## config.mk

```make
export PLATFORM = sky130hd
export DESIGN_NAME = miller_rabin_primality_test_top
export DESIGN_NICKNAME = d
export VERILOG_FILES = /design/src/rtl/mrpt_pkg.sv /design/src/rtl/mrpt_mulmod.sv /design/src/rtl/mrpt_datapath.sv /design/src/rtl/mrpt_ctrl.sv /design/src/rtl/miller_rabin_primality_test_top.sv
export SDC_FILE = /design/constraint.sdc
export NUM_CORES = 2
export LEC_CHECK = 0
export ABC_CLOCK_PERIOD_IN_PS = 14040
export BUFFER_PORTS_ARGS = -buffer_cell sky130_fd_sc_hd__buf_2
export CAP_MARGIN = 5
export CORE_AREA = 10 10 419 421
export CTS_BUF_LIST = sky130_fd_sc_hd__clkbuf_16
export CTS_CLUSTER_SIZE = 24
export DETAILED_ROUTE_END_ITERATION = 6
export DIE_AREA = 0 0 429 431
export SYNTH_ARGS = -nofsm -noshare
export SYNTH_HDL_FRONTEND = slang
export SYNTH_SLANG_ARGS = --single-unit
```

## constraint.sdc

```tcl
create_clock -name clk_i -period 14.04 [get_ports clk_i]
set_input_delay 0 -clock clk_i [delete_from_list [all_inputs] [get_ports clk_i]]
set_output_delay 0 -clock clk_i [all_outputs]
set_load 0.03 [all_outputs]
```

## src/rtl/mrpt_pkg.sv

```systemverilog
// Package for the Miller-Rabin primality test block.
// Holds controller/datapath command and status types and the witness table.
`default_nettype none
package mrpt_pkg;

  localparam int unsigned NumW = 64;
  localparam int unsigned ShW  = 6;

  // witness count cap; larger round settings saturate here
  localparam logic [3:0]  MaxWit = 4'd12;

  typedef enum logic [3:0] {
    ST_IDLE,
    ST_CLASSIFY,
    ST_STRIP,
    ST_WIT,
    ST_POW_STEP,
    ST_MUL,
    ST_CHECK,
    ST_SQR_LOOP,
    ST_DONE
  } mrpt_state_e;

  // multiplier operand select
  typedef enum logic [1:0] {
    MS_ACC_B,
    MS_B_B,
    MS_X_X
  } mrpt_msel_e;

  typedef struct packed {
    logic       load;
    logic       strip;
    logic       wit_load;
    logic       mul_start;
    mrpt_msel_e mul_sel;
    logic       pow_next;
    logic       res_set;
    logic       res_val;
  } mrpt_cmd_t;

  typedef struct packed {
    logic       small_lt2;
    logic       small_2_3;
    logic       even;
    logic       d_odd;
    logic       e_zero;
    logic       e_lsb;
    logic       mul_busy;
    logic       wit_ge_n;
    logic       x_is_one;
    logic       x_is_nm1;
    logic       j_done;
    logic       sq_first;
  } mrpt_sts_t;

  function automatic logic [5:0] wit_value(input logic [3:0] idx);
    logic [5:0] v;
    case (idx)
      4'd0:    v = 6'd2;
      4'd1:    v = 6'd3;
      4'd2:    v = 6'd5;
      4'd3:    v = 6'd7;
      4'd4:    v = 6'd11;
      4'd5:    v = 6'd13;
      4'd6:    v = 6'd17;
      4'd7:    v = 6'd19;
      4'd8:    v = 6'd23;
      4'd9:    v = 6'd29;
      4'd10:   v = 6'd31;
      4'd11:   v = 6'd37;
      default: v = 6'd2;
    endcase
    return v;
  endfunction

endpackage
`default_nettype wire

```

## src/rtl/mrpt_mulmod.sv

```systemverilog
// Bit-serial modular multiplier: (x*y) mod m, one bit of y per cycle.
// Depends on mrpt_pkg.
`default_nettype none
module mrpt_mulmod
  import mrpt_pkg::*;
(
  input  wire logic            clk_i,
  input  wire logic            rst_ni,
  input  wire logic            start_i,
  input  wire logic [NumW-1:0] x_i,
  input  wire logic [NumW-1:0] y_i,
  input  wire logic [NumW-1:0] m_i,
  output logic                 busy_o,
  output logic [NumW-1:0]      p_o
);

  logic [NumW-1:0] acc_q, acc_d, y_q, x_q;
  logic [ShW-1:0]  cnt_q;
  logic            busy_q;
  logic [NumW:0]   dbl, s1, add1;
  logic [NumW-1:0] a1;

  // double then conditional add, each reduced with one compare/subtract
  always_comb begin
    dbl  = {acc_q, 1'b0};
    s1   = (dbl >= {1'b0, m_i}) ? dbl - {1'b0, m_i} : dbl;
    a1   = s1[NumW-1:0];
    add1 = {1'b0, a1} + {1'b0, x_q};
    if (y_q[NumW-1]) begin
      acc_d = (add1 >= {1'b0, m_i}) ? NumW'(add1 - {1'b0, m_i}) : add1[NumW-1:0];
    end else begin
      acc_d = a1;
    end
  end

  always_ff @(posedge clk_i or negedge rst_ni) begin
    if (!rst_ni) begin
      busy_q <= 1'b0;
      cnt_q  <= '0;
    end else if (start_i) begin
      busy_q <= 1'b1;
      cnt_q  <= '0;
    end else if (busy_q) begin
      cnt_q <= cnt_q + 1'b1;
      if (cnt_q == ShW'(NumW - 1)) busy_q <= 1'b0;
    end
  end

  always_ff @(posedge clk_i) begin
    if (start_i) begin
      acc_q <= '0;
      x_q   <= x_i;
      y_q   <= y_i;
    end else if (busy_q) begin
      acc_q <= acc_d;
      y_q   <= {y_q[NumW-2:0], 1'b0};
    end
  end

  assign busy_o = busy_q;
  assign p_o    = acc_q;

endmodule
`default_nettype wire

```

## src/rtl/mrpt_datapath.sv

```systemverilog
// Datapath: n, d, r, exponent, base, accumulator, witness index, result.
// Depends on mrpt_pkg and mrpt_mulmod.
`default_nettype none
module mrpt_datapath
  import mrpt_pkg::*;
(
  input  wire logic            clk_i,
  input  wire logic            rst_ni,
  input  wire logic [NumW-1:0] number_i,
  input  wire logic [3:0]      rounds_i,
  input  wire mrpt_cmd_t       cmd_i,
  input  wire logic            cnt_ld_i,
  input  wire logic            cnt_inc_i,
  input  wire logic            sq_ld_i,
  input  wire logic            sq_inc_i,
  output mrpt_sts_t            sts_o,
  output logic                 wit_done_o,
  output logic                 res_o
);

  logic [NumW-1:0] n_q, d_q, e_q, b_q, acc_q, x_q;
  logic [ShW-1:0]  r_q, j_q;
  logic [3:0]      wi_q, cnt_lim;
  logic            res_q;
  logic [NumW-1:0] mx, my, prod, nm1;
  logic            busy;
  mrpt_msel_e      sel_q;

  assign nm1     = n_q - 1'b1;
  assign cnt_lim = (rounds_i > MaxWit) ? MaxWit : rounds_i;

  always_comb begin
    case (cmd_i.mul_sel)
      MS_ACC_B: begin mx = acc_q; my = b_q; end
      MS_B_B:   begin mx = b_q;   my = b_q; end
      MS_X_X:   begin mx = x_q;   my = x_q; end
      default:  begin mx = b_q;   my = b_q; end
    endcase
  end

  mrpt_mulmod u_mul (
    .clk_i  (clk_i),
    .rst_ni (rst_ni),
    .start_i(cmd_i.mul_start),
    .x_i    (mx),
    .y_i    (my),
    .m_i    (n_q),
    .busy_o (busy),
    .p_o    (prod)
  );

  // operand registers; product written back on pow_next / sq_inc
  always_ff @(posedge clk_i) begin
    if (cmd_i.mul_start) sel_q <= cmd_i.mul_sel;
    if (cmd_i.load) begin
      n_q <= number_i;
      d_q <= number_i - 1'b1;
      r_q <= '0;
    end else if (cmd_i.strip) begin
      d_q <= {1'b0, d_q[NumW-1:1]};
      r_q <= r_q + 1'b1;
    end
    if (cmd_i.wit_load) begin
      b_q   <= NumW'(wit_value(wi_q));
      e_q   <= d_q;
      acc_q <= NumW'(1);
    end else if (cmd_i.pow_next) begin
      if (sel_q == MS_ACC_B) acc_q <= prod;
      else begin
        b_q <= prod;
        e_q <= {1'b0, e_q[NumW-1:1]};
      end
    end
    if (sq_ld_i) begin
      j_q <= ShW'(1);
      x_q <= acc_q;
    end else if (sq_inc_i) begin
      j_q <= j_q + 1'b1;
      x_q <= prod;
    end
  end

  always_ff @(posedge clk_i or negedge rst_ni) begin
    if (!rst_ni) begin
      wi_q  <= '0;
      res_q <= 1'b0;
    end else begin
      if (cnt_ld_i) wi_q <= '0;
      else if (cnt_inc_i) wi_q <= wi_q + 1'b1;
      if (cmd_i.res_set) res_q <= cmd_i.res_val;
    end
  end

  assign sts_o.small_lt2 = (n_q < NumW'(2));
  assign sts_o.small_2_3 = (n_q == NumW'(2)) || (n_q == NumW'(3));
  assign sts_o.even      = ~n_q[0];
  assign sts_o.d_odd     = d_q[0];
  assign sts_o.e_zero    = (e_q == '0);
  assign sts_o.e_lsb     = e_q[0];
  assign sts_o.mul_busy  = busy;
  assign sts_o.wit_ge_n  = (NumW'(wit_value(wi_q)) >= n_q);
  assign sts_o.x_is_one  = (x_q == NumW'(1));
  assign sts_o.x_is_nm1  = (x_q == nm1);
  assign sts_o.j_done    = (j_q >= r_q);
  // x still holds the pow-mod result, no squaring done yet
  assign sts_o.sq_first  = (j_q == ShW'(1));
  assign wit_done_o      = (wi_q >= cnt_lim);
  assign res_o           = res_q;

endmodule
`default_nettype wire

```

## src/rtl/mrpt_ctrl.sv

```systemverilog
// Controller state machine sequencing classification, pow-mod and squaring.
// Depends on mrpt_pkg.
`default_nettype none
module mrpt_ctrl
  import mrpt_pkg::*;
(
  input  wire logic      clk_i,
  input  wire logic      rst_ni,
  input  wire logic      in_valid_i,
  output logic           in_ready_o,
  output logic           out_valid_o,
  input  wire logic      out_ready_i,
  input  wire mrpt_sts_t sts_i,
  input  wire logic      wit_done_i,
  output mrpt_cmd_t      cmd_o,
  output logic           cnt_ld_o,
  output logic           cnt_inc_o,
  output logic           sq_ld_o,
  output logic           sq_inc_o
);

  mrpt_state_e state_q, state_d;
  logic        sq_mode_q, sq_mode_d;

  always_ff @(posedge clk_i or negedge rst_ni) begin
    if (!rst_ni) begin
      state_q   <= ST_IDLE;
      sq_mode_q <= 1'b0;
    end else begin
      state_q   <= state_d;
      sq_mode_q <= sq_mode_d;
    end
  end

  // next state and commands
  always_comb begin
    state_d     = state_q;
    sq_mode_d   = sq_mode_q;
    cmd_o       = '0;
    cmd_o.mul_sel = MS_B_B;
    cnt_ld_o    = 1'b0;
    cnt_inc_o   = 1'b0;
    sq_ld_o     = 1'b0;
    sq_inc_o    = 1'b0;
    in_ready_o  = 1'b0;
    out_valid_o = 1'b0;
    case (state_q)
      ST_IDLE: begin
        in_ready_o = 1'b1;
        if (in_valid_i) begin
          cmd_o.load = 1'b1;
          cnt_ld_o   = 1'b1;
          state_d    = ST_CLASSIFY;
        end
      end
      ST_CLASSIFY: begin
        if (sts_i.small_lt2 || (sts_i.even && !sts_i.small_2_3)) begin
          cmd_o.res_set = 1'b1; cmd_o.res_val = 1'b0; state_d = ST_DONE;
        end else if (sts_i.small_2_3) begin
          cmd_o.res_set = 1'b1; cmd_o.res_val = 1'b1; state_d = ST_DONE;
        end else state_d = ST_STRIP;
      end
      ST_STRIP: begin
        if (sts_i.d_odd) state_d = ST_WIT;
        else cmd_o.strip = 1'b1;
      end
      ST_WIT: begin
        if (wit_done_i) begin
          cmd_o.res_set = 1'b1; cmd_o.res_val = 1'b1; state_d = ST_DONE;
        end else if (sts_i.wit_ge_n) cnt_inc_o = 1'b1;
        else begin
          cmd_o.wit_load = 1'b1; state_d = ST_POW_STEP;
        end
      end
      ST_POW_STEP: begin
        sq_mode_d = 1'b0;
        if (sts_i.e_zero) begin
          sq_ld_o = 1'b1; state_d = ST_CHECK;
        end else if (sts_i.e_lsb && !sq_mode_q) begin
          // multiply acc by base, then come back for the squaring
          cmd_o.mul_start = 1'b1; cmd_o.mul_sel = MS_ACC_B;
          sq_mode_d = 1'b1; state_d = ST_MUL;
        end else begin
          cmd_o.mul_start = 1'b1; cmd_o.mul_sel = MS_B_B;
          sq_mode_d = 1'b0; state_d = ST_MUL;
        end
      end
      ST_MUL: begin
        if (!sts_i.mul_busy) begin
          cmd_o.pow_next = 1'b1; state_d = ST_POW_STEP;
          sq_mode_d = sq_mode_q;
        end
      end
      ST_CHECK: begin
        // x == 1 passes only straight after pow-mod, n-1 passes at any step
        if ((sts_i.x_is_one && sts_i.sq_first) || sts_i.x_is_nm1) begin
          cnt_inc_o = 1'b1; state_d = ST_WIT;
        end else if (sts_i.j_done) begin
          cmd_o.res_set = 1'b1; cmd_o.res_val = 1'b0; state_d = ST_DONE;
        end else begin
          cmd_o.mul_start = 1'b1; cmd_o.mul_sel = MS_X_X; state_d = ST_SQR_LOOP;
        end
      end
      ST_SQR_LOOP: begin
        if (!sts_i.mul_busy) begin
          sq_inc_o = 1'b1; state_d = ST_CHECK;
        end
      end
      ST_DONE: begin
        out_valid_o = 1'b1;
        if (out_ready_i) state_d = ST_IDLE;
      end
      default: state_d = ST_IDLE;
    endcase
  end

endmodule
`default_nettype wire

```

## src/rtl/miller_rabin_primality_test_top.sv

```systemverilog
// Top level of the 64-bit Miller-Rabin primality test.
// Depends on mrpt_pkg, mrpt_ctrl, mrpt_datapath, mrpt_mulmod.
//
//  channel  | handshake                    | payload
//  input    | number_valid_i/number_ready_o| number_i[63:0]
//  output   | result_valid_o/result_ready_i| prime_flag_o
//  config   | cfg_valid_i/cfg_ready_o      | cfg_data_i[3:0] witness_rounds
//
// One item at a time. Each modular product on the shared bit-serial unit
// takes a start, the shift/reduce steps and a write-back. An odd n needs
// at most about 2*64 products per witness. Even and tiny n finish without
// using the multiplier.
// Reset sets witness_rounds to 12.
// The result holds in DONE until taken; no new item is accepted meanwhile.
`default_nettype none
module miller_rabin_primality_test_top
  import mrpt_pkg::*;
(
  input  wire logic        clk_i,
  input  wire logic        rst_ni,
  input  wire logic        cfg_valid_i,
  output logic             cfg_ready_o,
  input  wire logic [3:0]  cfg_data_i,
  input  wire logic        number_valid_i,
  output logic             number_ready_o,
  input  wire logic [63:0] number_i,
  output logic             result_valid_o,
  input  wire logic        result_ready_i,
  output logic             prime_flag_o
);

  mrpt_cmd_t  cmd;
  mrpt_sts_t  sts;
  logic [3:0] rounds_q;
  logic       wit_done, cnt_ld, cnt_inc, sq_ld, sq_inc;

  assign cfg_ready_o = 1'b1;

  // configuration register
  always_ff @(posedge clk_i or negedge rst_ni) begin
    if (!rst_ni) rounds_q <= MaxWit;
    else if (cfg_valid_i) rounds_q <= cfg_data_i;
  end

  mrpt_ctrl u_ctrl (
    .clk_i      (clk_i),
    .rst_ni     (rst_ni),
    .in_valid_i (number_valid_i),
    .in_ready_o (number_ready_o),
    .out_valid_o(result_valid_o),
    .out_ready_i(result_ready_i),
    .sts_i      (sts),
    .wit_done_i (wit_done),
    .cmd_o      (cmd),
    .cnt_ld_o   (cnt_ld),
    .cnt_inc_o  (cnt_inc),
    .sq_ld_o    (sq_ld),
    .sq_inc_o   (sq_inc)
  );

  mrpt_datapath u_dp (
    .clk_i     (clk_i),
    .rst_ni    (rst_ni),
    .number_i  (number_i),
    .rounds_i  (rounds_q),
    .cmd_i     (cmd),
    .cnt_ld_i  (cnt_ld),
    .cnt_inc_i (cnt_inc),
    .sq_ld_i   (sq_ld),
    .sq_inc_i  (sq_inc),
    .sts_o     (sts),
    .wit_done_o(wit_done),
    .res_o     (prime_flag_o)
  );

  // no input transfer while a result waits
  assert property (@(posedge clk_i) disable iff (!rst_ni)
    result_valid_o |-> !number_ready_o) else $error("ready while result pending");

  // a started product never overlaps a busy unit
  assert property (@(posedge clk_i) disable iff (!rst_ni)
    cmd.mul_start |-> !sts.mul_busy) else $error("mulmod restarted while busy");

  // result stays stable while stalled
  assert property (@(posedge clk_i) disable iff (!rst_ni)
    result_valid_o && !result_ready_i |=> $stable(prime_flag_o))
    else $error("result changed during stall");

endmodule
`default_nettype wire
```

==> metrics.md <==
| Metric | Value |
|---|---|
| Outcome | `completed` |
| First-pass GRT wire length | `237 mm` |
| Max_cap viols | `0` |
| Crit Path Class | `reg -> reg` |
| Remaining DRCs | `0` |
| FMAX | `81.9 MHz` |
| Layout cells sized above 1 | `9.83%` |
| Die Height | `431 microns` |
| Worst slew margin | `12.7%` |
| Worst-Skew Late Latency | `0.65 ns` |
| Mapped Area | `41,500 sq um` |
| GR Util met2 | `26.5%` |
| CP arrival | `12.75 ns` |
| Setup violators final | `0` |
| Crit path launch | `u_dp.n_q[3]` |
| DR vias/cell | `5.38` |
| DR iter-0 viols | `3,942` |
| GRT overflow | `0` |
| Via count | `37,535` |
| Site Rows | `150` |
| Io pins | `77` |
| Met3 usage | `2.73%` |
| Slew Limit Fails | `0` |
| CTS Hold Bufs | `79` |
| RSZ-0062 raised after global routing | `false` |
| CP Data Required Time | `14.57 ns` |
| Initial antenna violation count | `3` |
| Seq. cell area | `16,300 sq um` |
| Syn_nets | `4,958` |
| CTS max path bufs | `3` |
| H-tree depth | `3` |
| DP HPWL | `121 mm` |
| CTS Buf Count | `73` |
| Unique masters post-synth | `94` |
| Seq/Total Area, Yosys | `39.2%` |
| Total Wirelength | `163 mm` |
| Busiest grt layer | `met2` |
| Area of the multi-input gates | `23,900 sq um` |
| Post-CTS setup buffer count | `0` |
| CP dominant cell by count | `a21oi_1` |
| Chip width | `429 microns` |
| Yosys top cell area share | `28.3%` |
| Period minus WS final | `12.21 ns` |
| WL/cell | `23.3 microns` |
| ANT nets after route | `0` |
| Worst hold path class | `in -> reg` |
| Root buffer cell | `clkbuf_16` |
| Yosys reg bits | `611` |
| Synth Instances | `4,661` |
| Slowest stage delay, CP | `0.88 ns` |
| Number of clock sinks | `611` |
| Pin count of the biggest net entering global routing | `117` |
| Final hold violations | `0` |
| Post-synth EDFFs | `392` |
| Nets | `5,010` |
| Area added between synthesis and finish | `14.2%` |
| Overall Global Routing Usage | `16.7%` |
| Synth Flop Type | `edfxtp_1` |
| Hold_sp | `number_i[30]` |
| Worst r2r src | `u_dp.n_q[3]` |
| Worst path slowest cell | `a31oi_1` |
| Syn Area/Cell | `8.91 sq um` |
| Area contributors post-synth | `edfxtp_1 (28%), dfxtp_1 (9.5%), nand2_1 (7.0%)` |
| Vias in the first global route | `35,684` |
| Clock Skews | `0.0316 ns` |
| Share of flip-flops with an asynchronous set or reset | `3.44%` |
| Clock slew at reported path FFs | `0.06 ns` |
| Gpl congestion | `0.993` |
| Post-CTS Resized | `0` |
| Setup TNS Final | `0 ns` |
| CTS tree | `done` |
| Critical Path End Type | `register` |
| M1 GR Usage | `22.5%` |
| Die area | `185,000 sq um` |
| Worst Tran Pin Value | `1.30 ns` |
| Period utilization | `87.0%` |
| CP Launch Type | `register` |
| Filler cells | `17,631` |
| CP max FO | `57` |
| Starting Density | `24.9%` |
| Synth warnings | `0` |
| Cell type with the largest total area after synthesis | `edfxtp_1` |
| IO buf count | `75` |
| Core area | `167,000 sq um` |
| Initial DRT Pass Iterations | `5` |
-- kinds of logic (layout without fill, tap and decap cells) --
family	Yosys count	count (layout)	share of synthesized area, %
buffers and inverters	368	480	3.47
XOR/XNOR	333	333	7.02
adder cells (fa/ha/maj)	224	224	6.80
AND/OR/NAND/NOR	1589	1589	17.9
flip-flops	611	611	39.2
AO/OA/AOI/OAI	1286	1286	19.2
other	1	2	0.00903
multiplexers	249	249	6.49
-- layer usage --
metal / share of wire [%] / vias up
met5: 0 / -
met2: 44 / 1756
met1: 43 / 18324
li1: - / 17153
met3: 8.2 / 302
met4: 4.3 / 0
-- final cells by class --
cell class | count | share of cell area [%]
Timing Repair Buffer | 200 | 3.18
Sequential cell | 611 | 34.3
Antenna cell | 1 | 0.00528
Clock buffer | 74 | 3.91
Clock inverter | 61 | 1.11
Inverter | 145 | 1.16
Multi-Input combinational cell | 3682 | 50.5
Tap cell | 2204 | 5.82
-- Yosys cell counts (10+ instances only) --
master,instances
a2111oi_0,14
a211o_1,11
a211oi_1,35
a21boi_0,10
a21o_1,171
a21oi_1,400
a221oi_1,10
a31o_2,13
a31oi_1,45
a41oi_1,13
and2_1,26
and3_1,40
buf_1,12
buf_2,16
clkbuf_1,188
dfrtp_1,19
dfxtp_1,198
edfxtp_1,392
ha_1,221
inv_1,143
mux2_2,161
mux2i_1,88
nand2_1,770
nand2b_1,36
nand3_1,87
nand4_1,80
nor2_1,267
nor2b_1,32
nor3_1,79
nor4_1,65
o211ai_1,62
o21a_1,20
o21ai_0,305
o21ai_1,20
o21bai_1,30
o22ai_1,31
o31ai_1,17
or2_2,12
or3_1,21
or4_1,10
xnor2_1,205
xor2_1,128
-- flip-flops by register name, indices dropped and copies added (netlist names), 64 cells and up --
register,flops
u_dp.u_mul.x_q,64
u_dp.n_q,64
u_dp.e_q,64
u_dp.b_q,64
u_dp.u_mul.p_o,64
u_dp.x_q,64
u_dp.acc_q,64
u_dp.u_mul.y_q,64
u_dp.d_q,64
-- layout by cell type, fill, tap and decap left out, types with 63 or more instances in the layout --
cell type,netlist,layout
nand2_1,770,766
a21oi_1,400,400
edfxtp_1,392,392
o21ai_0,305,305
nor2_1,267,264
ha_1,221,221
xnor2_1,205,205
dfxtp_1,198,198
a21o_1,171,171
mux2_2,161,161
inv_1,143,160
xor2_1,128,128
mux2i_1,88,88
nand3_1,87,86
nand4_1,80,80
dlygate4sd3_1,0,79
nor3_1,79,78
buf_2,16,76
clkbuf_16,0,74
nor4_1,65,63
-- worst max-delay path, delay by kind of cell (launching register included) --
family,cells,cell delay (ns)
compound gates,20,6.58
xor+xnor,1,0.18
fa+ha+maj,3,1.11
buf+inv,5,1.07
flops,1,0.50
mux,1,0.39
simple gates,7,2.15
-- through the flow --
stage	setup WS (ns)	hold slack [ns]	std cells	util, %	instance area (sq um)
after floorplan	5.38	-0.296	4661	-	41500
after global placement	2.20	0.0247	6762	26.5	44200
after detailed placement	2.20	0.0342	6763	26.5	44200
after CTS	2.17	0.0989	6977	28.4	47400
after global routing	1.45	0.146	6977	28.4	47400
final	1.83	0.132	6978	28.4	47400
-- final timing paths --
kind | endpoint | slack [ns] | cells past startpoint
min in group asynchronous | rounds_q[3] | 0.49 | 3
max in group asynchronous | u_dp.u_mul.busy_o | 12.13 | 4
hold reg to reg | u_dp.acc_q[62] | 0.47 | 2
setup reg to reg | u_dp.u_mul.p_o[44] | 1.83 | 37
setup / recovery | u_dp.u_mul.p_o[44] | 1.83 | 37
hold / removal | u_dp.n_q[30] | 0.13 | 2
Power is left out: the tool's default activity adds up to more than one toggle a clock period on the data nets, which glitch-free logic cannot reach.
